===== src/hw/rtl/mnp_pkg.sv =====
// mnp_pkg: shared types and codes for the midi note pairing block
// no dependencies; imported by every module of the block
`timescale 1ns / 1ps

package mnp_pkg;

   // event kinds
   localparam logic [1:0] ModeNoteOn  = 2'd0;
   localparam logic [1:0] ModeNoteOff = 2'd1;
   localparam logic [1:0] ModeDamper  = 2'd2;

   // result status codes
   localparam logic [2:0] StatusNoteDone   = 3'd0;
   localparam logic [2:0] StatusDamperDone = 3'd1;
   localparam logic [2:0] StatusOffNoOn    = 3'd2;
   localparam logic [2:0] StatusLiftNoPress = 3'd3;
   localparam logic [2:0] StatusBadDamper  = 3'd4;

   // damper pedal values
   localparam logic [6:0] PedalRelease = 7'd0;
   localparam logic [6:0] PedalPress   = 7'd1;

   localparam logic [31:0] TickMax = 32'hFFFF_FFFF;

   // queue between front and back
   localparam int QueueDepth = 2;
   localparam int QueuePtrW  = $clog2(QueueDepth);
   localparam int QueueCntW  = $clog2(QueueDepth + 1);

   // one classified request with its absolute tick
   typedef struct packed {
      logic [1:0]  mode;
      logic [6:0]  pitch;
      logic [6:0]  vel;
      logic [31:0] tick;
   } event_type;

   // one result item
   typedef struct packed {
      logic [2:0]  status;
      logic [6:0]  pitch;
      logic [6:0]  vel;
      logic [31:0] start;
      logic [31:0] stop;
   } result_type;

   // one open-note table entry payload
   typedef struct packed {
      logic [6:0]  vel;
      logic [31:0] start;
   } slot_type;

endpackage


===== src/hw/rtl/mnp_queue.sv =====
// mnp_queue: short fifo of stamped events between front and back
// depends on mnp_pkg
`timescale 1ns / 1ps

module mnp_queue (
   input  logic               clock,
   input  logic               reset,
   input  logic               push_valid,
   output logic               push_ready,
   input  mnp_pkg::event_type push_evt,
   output logic               pop_valid,
   input  logic               pop_ready,
   output mnp_pkg::event_type pop_evt
);
   import mnp_pkg::*;

   event_type              slot_ff [QueueDepth];
   logic [QueuePtrW-1:0]   wr_ptr_ff;
   logic [QueuePtrW-1:0]   rd_ptr_ff;
   logic [QueueCntW-1:0]   count_ff;
   logic                   do_push;
   logic                   do_pop;

   assign push_ready = count_ff != QueueCntW'(QueueDepth);
   assign pop_valid  = count_ff != '0;
   assign pop_evt    = slot_ff[rd_ptr_ff];
   assign do_push    = push_valid && push_ready;
   assign do_pop     = pop_valid && pop_ready;

   always_ff @(posedge clock) begin
      if (do_push) begin
         slot_ff[wr_ptr_ff] <= push_evt;
      end
   end

   always_ff @(posedge clock) begin
      if (reset) begin
         wr_ptr_ff <= '0;
         rd_ptr_ff <= '0;
         count_ff  <= '0;
      end else begin
         if (do_push) begin
            wr_ptr_ff <= wr_ptr_ff + 1'b1;
         end
         if (do_pop) begin
            rd_ptr_ff <= rd_ptr_ff + 1'b1;
         end
         if (do_push && !do_pop) begin
            count_ff <= count_ff + 1'b1;
         end else if (do_pop && !do_push) begin
            count_ff <= count_ff - 1'b1;
         end
      end
   end

endmodule


===== config.mk =====
export PLATFORM = sky130hd
export DESIGN_NAME = mnp_queue
export DESIGN_NICKNAME = d
export VERILOG_FILES = /design/src/hw/rtl/mnp_pkg.sv /design/src/hw/rtl/mnp_queue.sv
export SDC_FILE = /design/constraint.sdc
export NUM_CORES = 1
export LEC_CHECK = 0
export BUFFER_PORTS_ARGS = -buffer_cell sky130_fd_sc_hd__buf_4
export CAP_MARGIN = 20
export CORE_MARGIN = 2
export CORE_UTILIZATION = 45
export DETAILED_ROUTE_END_ITERATION = 6
export PLACE_DENSITY_LB_ADDON = 0.25
export RECOVER_POWER = 25
export SLEW_MARGIN = 5
export SYNTH_ARGS = -nofsm -noshare
export SYNTH_HDL_FRONTEND = slang
export SYNTH_SLANG_ARGS = --single-unit

===== constraint.sdc =====
create_clock -name clock -period 3.7 [get_ports clock]
set_clock_uncertainty 0.15 [all_clocks]
set_input_delay 0.185 -clock clock [delete_from_list [all_inputs] [get_ports clock]]
set_output_delay 0.185 -clock clock [all_outputs]
set_load 0.01 [all_outputs]

==> metrics <==
status=completed; Clock power frac=0.224; power share of the combinational group=0.288; PwrDens=584 mW/mm^2; num rows=32; initial antenna violation count=0; actual slew at the worst max-slew pin=769 ps; synthesized area=0.00368 sq mm; flops & latches, synth=101; gp weighted congestion=0.759; Psw=0.835 mW; placed cell areas=0.00458 sq mm; distinct cell type count after synthesis=18; Post-layout nets=386; Via density=4.72; Leakage Power=1.99 nW; RSZ-0062 raised after global routing=false; drt initial violations=65; Req. time, crit path=3370 ps; crit path DAT=1950 ps; Root Driver=clkbuf_8; largest net degree at the start of global routing=49; vias in the first global route=2142; Final Cell Area=0.00531 sq mm; share of cells above drive strength 1=0.509; total core area=0.00781 sq mm; HPWL after DPL=3.93 mm; DRT antenna net count=0; Worst VDD drop=391 uV; total power=3.10 mW; Final Cycle Share=0.619; share of the synthesized area in the top cell type=0.784; final wirelength=6.73 mm; Yosys warning count=0; DIE HEIGHT=94.4 um; sequential share of the synthesized area=0.811; global route overflow=0; cts bufs inserted=9; port bufs=101; Relative slew margins=0.487; biggest area consumer among synthesized cells=edfxtp_1; Synth-to-Final Area Change=44.3%; number of H-tree levels=3; CTS Hold Buffers Added=50; Final Hold Fails=0; total track usage=0.156; Internal Power=2.26 mW; Critical Path Fanout Max=29; Fmax achieved=437 MHz; die width=94.4 um; clk sinks=101; die footprint=0.00891 sq mm; vias=2082; global-route wire length before repair=10.2 mm; worst min path class=input port to register; total negative slack=0 ps; Slew Viols, Final=0; # setup viols final=0; drt pass-1 iters=4; top-level I/O count=102; Placed Instances=373; Max clock buf depth=2; critical setup path kind=register to primary output; switch share=0.270; drt wl/cell=15.3 um; crit end category=primary output; Synth Instances=173; Initial Util=0.471; average cell area after synthesis=21.3 sq um; Max Cap Viol=0; syn_nets=226; Final Util=0.680; Seq pwr share=0.489; CP Launch Type=register; Reg clk slew, reported paths=90 ps; DRC viols=0; Skew-Pair Late Insertion Delay=340 ps; post-CTS setup buffer count=0; Post-Layout Cell Count=441; cts repair resizes=0; Synth area leaders=edfxtp_1 78%, mux2_2 15%, dfxtp_1 2.7%; CTS tree=done; Final min period=2290 ps
-- state kept, by name (all words and copies together) (netlist names), named ones only --
signal and count:
count_ff 2, rd_ptr_ff 1, slot_ff 96, wr_ptr_ff 1
-- critical path, cell delays in order (launching register included) --
cell     delay, ps
dfxtp_2        840
buf_16         240
mux2_2         360
buf_4          150
-- cells in the mapped netlist, drive strengths merged --
| cell type | n |
|---|---|
| and2 | 1 |
| o21ai | 2 |
| nand3b | 1 |
| a21oi | 2 |
| or3 | 1 |
| or2 | 1 |
| dfxtp | 5 |
| mux2 | 48 |
| ha | 1 |
| nand2b | 1 |
| nor2 | 3 |
| buf | 5 |
| inv | 1 |
| and3 | 1 |
| xor2 | 3 |
| a21bo | 1 |
| edfxtp | 96 |
-- final timing paths --
path                    start              to  slack (ps)  depth (start not counted)
hold reg to reg   count_ff[1]     count_ff[1]         380                          2
hold / removal      pop_ready        register         180                          4
setup reg to reg  count_ff[0]  slot_ff[1][19]        1850                          3
setup / recovery     register     pop_evt[25]        1410                          3
-- through the flow --
step           worst slack [ps]  hold slack (ps)
2_1_floorplan              1310              104
3_3_place_gp               1570              220
3_5_place_dp               1600              223
4_1_cts                    1370              147
5_1_grt                    1290              207
6_report                   1410              180
-- layout make-up --
type                       instances  area [sq um]
clock buffer                       9           124
multi-input combinational         66           661
fill                             550          2500
inverter                           1          3.75
tap                              102           128
timing repair buffer             154          1320
sequential                       101          2980
antenna                            1          2.50
clock inverter                     7          81.3
-- kinds of logic after synthesis --
logic type,Yosys count,share of synthesized area
flip-flops,101,0.811
multiplexers,48,0.147
AND/OR/NAND/NOR,9,0.0136
buffers and inverters,6,0.00986
AO/OA/AOI/OAI,5,0.00816
XOR/XNOR,3,0.00714
adder cells (fa/ha/maj),1,0.00340
-- cell usage in the layout (no fill, tap or decap) --
cell type / count
buf_4: 70
or3_1: 1
clkbuf_1: 1
clkinvlp_4: 1
and2_1: 1
a21bo_2: 1
dfxtp_1: 4
nand3b_1: 1
clkinv_4: 2
clkbuf_8: 9
dfxtp_2: 1
nand2b_1: 1
inv_6: 3
ha_1: 1
o21ai_0: 2
a21oi_1: 2
xor2_1: 3
buf_16: 1
inv_2: 1
bufinv_16: 1
or2_2: 1
dlygate4sd3_1: 50
buf_12: 2
edfxtp_1: 96
mux2_2: 48
clkbuf_4: 30
diode_2: 1
nor2_1: 3
and3_2: 1
-- metal layers --
metal / GRT usage / share of wire / vias up
met5: 0 / 0 / -
li1: - / - / 998
met2: 0.268 / 0.54 / 67
met4: 0.0797 / 0.0094 / 0
met1: 0.184 / 0.40 / 1011
met3: 0.0367 / 0.051 / 6
-- power groups by stage --
| stage | Clock (mW) | Sequential [mW] | Combinational [mW] |
|---|---|---|---|
| floorplan | 0 | 1.49 | 0.491 |
| detailed placement | 0 | 1.54 | 0.845 |
| finish | 0.694 | 1.51 | 0.890 |
| CTS | 0.713 | 1.52 | 0.894 |
| global route | 0.758 | 1.53 | 0.958 |
| global placement | 0 | 1.56 | 0.783 |
Note: power is estimated with default switching activity, not from simulation.
