<file path="config.mk">
export PLATFORM = sky130hd
export DESIGN_NAME = mnp_front
export DESIGN_NICKNAME = d
export VERILOG_FILES = /design/src/hw/rtl/mnp_pkg.sv /design/src/hw/rtl/mnp_front.sv
export SDC_FILE = /design/constraint.sdc
export NUM_CORES = 1
export LEC_CHECK = 0
export BUFFER_PORTS_ARGS = -buffer_cell sky130_fd_sc_hd__buf_4
export CAP_MARGIN = 20
export CORE_MARGIN = 2
export CORE_UTILIZATION = 57
export CTS_BUF_LIST = sky130_fd_sc_hd__clkbuf_2
export CTS_CLUSTER_SIZE = 10
export DETAILED_ROUTE_END_ITERATION = 10
export MAX_ROUTING_LAYER = met4
export PLACE_DENSITY = 0.95
export RECOVER_POWER = 50
export SYNTH_ARGS = -nofsm -noshare
export SYNTH_HDL_FRONTEND = slang
export SYNTH_SLANG_ARGS = --single-unit
</file>
<file path="constraint.sdc">
create_clock -name clock -period 4.8 [get_ports clock]
set_input_delay 0 -clock clock [delete_from_list [all_inputs] [get_ports clock]]
set_output_delay 0 -clock clock [all_outputs]
set_load 0.005 [all_outputs]
</file>
<file path="src/hw/rtl/mnp_pkg.sv">
// mnp_pkg: shared types and codes for the midi note pairing block
// no dependencies; imported by every module of the block
`timescale 1ns / 1ps

package mnp_pkg;

   // event kinds
   localparam logic [1:0] ModeNoteOn  = 2'd0;
   localparam logic [1:0] ModeNoteOff = 2'd1;
   localparam logic [1:0] ModeDamper  = 2'd2;

   // result status codes
   localparam logic [2:0] StatusNoteDone   = 3'd0;
   localparam logic [2:0] StatusDamperDone = 3'd1;
   localparam logic [2:0] StatusOffNoOn    = 3'd2;
   localparam logic [2:0] StatusLiftNoPress = 3'd3;
   localparam logic [2:0] StatusBadDamper  = 3'd4;

   // damper pedal values
   localparam logic [6:0] PedalRelease = 7'd0;
   localparam logic [6:0] PedalPress   = 7'd1;

   localparam logic [31:0] TickMax = 32'hFFFF_FFFF;

   // queue between front and back
   localparam int QueueDepth = 2;
   localparam int QueuePtrW  = $clog2(QueueDepth);
   localparam int QueueCntW  = $clog2(QueueDepth + 1);

   // one classified request with its absolute tick
   typedef struct packed {
      logic [1:0]  mode;
      logic [6:0]  pitch;
      logic [6:0]  vel;
      logic [31:0] tick;
   } event_type;

   // one result item
   typedef struct packed {
      logic [2:0]  status;
      logic [6:0]  pitch;
      logic [6:0]  vel;
      logic [31:0] start;
      logic [31:0] stop;
   } result_type;

   // one open-note table entry payload
   typedef struct packed {
      logic [6:0]  vel;
      logic [31:0] start;
   } slot_type;

endpackage

</file>
<file path="src/hw/rtl/mnp_front.sv">
// mnp_front: accepts requests and stamps each with the saturating running tick
// depends on mnp_pkg
`timescale 1ns / 1ps

module mnp_front (
   input  logic               clock,
   input  logic               reset,
   input  logic               req_valid,
   output logic               req_ready,
   input  logic [1:0]         req_mode,
   input  logic [27:0]        req_delta_ticks,
   input  logic [6:0]         req_pitch_or_pedal,
   input  logic [6:0]         req_velocity,
   output logic               push_valid,
   input  logic               push_ready,
   output mnp_pkg::event_type push_evt
);
   import mnp_pkg::*;

   logic [31:0] tick_ff;
   logic [31:0] tick_in;
   logic [32:0] tick_sum;
   logic        accept;

   assign req_ready  = push_ready;
   assign push_valid = req_valid;
   assign accept     = req_valid && push_ready;

   // saturating add of the delta
   assign tick_sum = {1'b0, tick_ff} + 33'(req_delta_ticks);
   assign tick_in  = tick_sum[32] ? TickMax : tick_sum[31:0];

   assign push_evt.mode  = req_mode;
   assign push_evt.pitch = req_pitch_or_pedal;
   assign push_evt.vel   = req_velocity;
   assign push_evt.tick  = tick_in;

   always_ff @(posedge clock) begin
      if (reset) begin
         tick_ff <= '0;
      end else if (accept) begin
         tick_ff <= tick_in;
      end
   end

endmodule

</file>
==> results.yml <==
run_status:
  status: "completed"
timing:
  fin_crit_ns: 3.90
  worst_pin_slew_ns: 0.848
  hold_violations: 0
  skew_ns: 0.0176
  post-route-period-util_pct: 81.2
  slew_headroom_pct: 43.4
  rsz0062_at_grt: "false"
  fin_setup_tns_ns: 0
  setup_viol: 0
  final_max_slew_viol_count: 0
  clock.fmax_mhz: 256
  setup_ws_ns: 0.901
clock_tree:
  cts_tree: "yes"
  cts-root-buf: "clkbuf_2"
  post-cts-setup-buffer-count: 0
  cts_resized: 0
  clock_latency_ns: 0.39
  cts_inserted_buffers: 5
  hold_buffers: 0
  cts.sink_count: 32
  clk_pin_slew_worst_paths_ns: 0.17
  htree_num_levels: 2
  clockBufferDepth: 2
critical_path:
  end_kind: "output port"
  critical_path_class: "reg2out"
  startpoint: "tick_ff[0]"
  cp_max_fo: 17
  cp.required_ns: 4.80
  start_kind: "register"
  r2r_start: "tick_ff[0]"
  arrival_ns: 3.90
  r2r_cells: 11
synthesis:
  synth.net_count: 478
  synthFlopType: "dfxtp_1"
  synthTopCellsByCount: "nor3_1 (48), nor2_1 (41), dfxtp_1 (32)"
  synth.ff_latch_count: 32
  yosysSeqAreaShare_pct: 21.4
  synth.area.top_cells: "dfxtp_1 (21%), ha_1 (12%), nor3_1 (8.0%), a21oi_1 (5.2%), nor2_1 (5.1%)"
  syn_area_um2: 2990
  synth_top_area_share_pct: 21.4
  synth_area_leader_cell: "dfxtp_1"
  synthDistinctLibCells: 49
  async_reset_ff_share_pct: 0
  syn-instance-count: 401
  synth_edf_count: 0
  avgSynthCellArea_um2: 7.46
  synth_most_common_cell: "nor3_1"
  yosysWarnings: 0
cells_and_area:
  largest_reg_flops: 32
  top_register: "tick_ff"
  layout.nets: 514
  num_antenna_cells: 0
  top_regs: "tick_ff: 32 flops"
  drive_gt1_share_pct: 18.3
  area_delta_synth_final_pct: 12.9
die:
  initial_core_util_pct: 59.0
  coreArea_um2: 5070
  die_area_um2: 5850
  ioPinCount: 98
  die_y_um: 76.5
  rows: 26
  die_w_um: 76.5
power_and_ir_drop:
  p_comb_share_pct: 49.5
  power_density_nw_per_um2: 253
  internal_power_w: 0.000533
  vdd.ir_drop.worst_v: 0.000130
  pwr-share-seq_pct: 34.6
  p_leak_nw: 1.58
  clockPowerShare_pct: 15.9
  switchingPower_w: 0.000321
  swShare_pct: 37.6
grt:
  grt_pass1_vias: 2897
  grt_usage_pct: 27.3
  grt_max_degree: 45
  antenna_found_initial: 0
  overflow: 0
  grt_pass1_wl_um: 13000
placement:
  dpl.hpwl_um: 5570
  finalWeightedCongestion: 0.936
  port_buffers: 65
  preCtsSetupSlack_ns: 1.43
route:
  ant_nets: 0
  remaining_drc_errors: 0
  vias_per_cell: 5.99
  drt_iter0_markers: 373
  wl_per_cell_um: 14.7
  vias: 3044
  drt_first_pass_iters: 5
  routed_wl_um: 7450
min_path:
  hp-start: "req_pitch_or_pedal[2]"
  holdPathStages: 0
  hp-class: "in2out"
run:
  maxCapViolCount: 0
## per-layer routing
layer	share of wire, %	wire [um]	track usage (%)	up-vias
met1	42	3100	32.6	1392
met3	8.2	613	5.92	16
met4	1.8	133	8.91	0
met2	48	3600	45.8	140
met5	0	0	-	-
li1	-	-	-	1496
## kinds of logic after synthesis
group	count (synthesis)	share of synthesized area, %
buffers and inverters	44	8.61
and+or+nand+nor	176	29.1
DFF	32	21.4
muxes	1	0.376
adders and majority gates	29	12.4
xor gates and xnor gates	25	7.32
AOI/OAI and AO/OA	94	20.9
## worst paths after layout
path	endpoint	slack [ns]
max	push_evt[30]	0.90
min	push_evt[41]	0.000002
max reg2reg	tick_ff[30]	1.30
min reg2reg	tick_ff[3]	0.51
## through the flow
step / area (um^2) / util (%) / instances / hold WS (ns) / power, W
floorplan: 2990 / - / 401 / 0.0721 / 0.000575
global placement: 3350 / 66.0 / 500 / 0.0000346 / 0.000707
detailed placement: 3350 / 66.0 / 500 / 0.0000346 / 0.000721
CTS: 3390 / 66.8 / 508 / 0.0000346 / 0.000853
global route: 3380 / 66.6 / 508 / 0.00000794 / 0.000915
finish: 3380 / 66.6 / 508 / 0.00000198 / 0.000854
## critical path: stages (launching register included)
cell and delay, ns:
dfxtp_1 0.35, ha_1 0.20, fa_1 0.42, a21oi_1 0.30, o211ai_1 0.16, a311o_1 0.37, a31oi_1 0.24, o211ai_1 0.19
a211o_1 0.37, nand3_1 0.45, and2_1 0.25, a21oi_1 0.07, buf_4 0.14
## layout by cell type, fill, tap and decap left out, types with 11 or more instances in the layout
master	Yosys	layout
nand2_1	28	28
xnor2_1	17	17
or2_1	21	21
o21ai_0	13	13
a21o_1	11	11
dfxtp_1	32	32
buf_4	18	64
nor2_1	41	41
nor3_1	48	48
a21oi_1	31	31
ha_1	28	28
## power by group through the flow
stage | Clock, W | Combinational (W) | Sequential (W)
2_1_floorplan | 0 | 0.000277 | 0.000298
3_3_place_gp | 0 | 0.000407 | 0.000300
3_5_place_dp | 0 | 0.000419 | 0.000301
4_1_cts | 0.000134 | 0.000423 | 0.000296
5_1_grt | 0.000149 | 0.000467 | 0.000299
6_report | 0.000136 | 0.000422 | 0.000296
## final cells by class
| type | count | area (um^2) |
|---|---|---|
| well taps | 70 | 87.6 |
| multi-input cells | 325 | 2090 |
| flip-flops and latches | 32 | 641 |
| inverters | 6 | 22.5 |
| clock buffers | 7 | 35.0 |
| fillers | 462 | 1700 |
| repair buffers | 67 | 503 |
| clock inverters | 1 | 3.75 |
(Power assumes the default switching activity.)
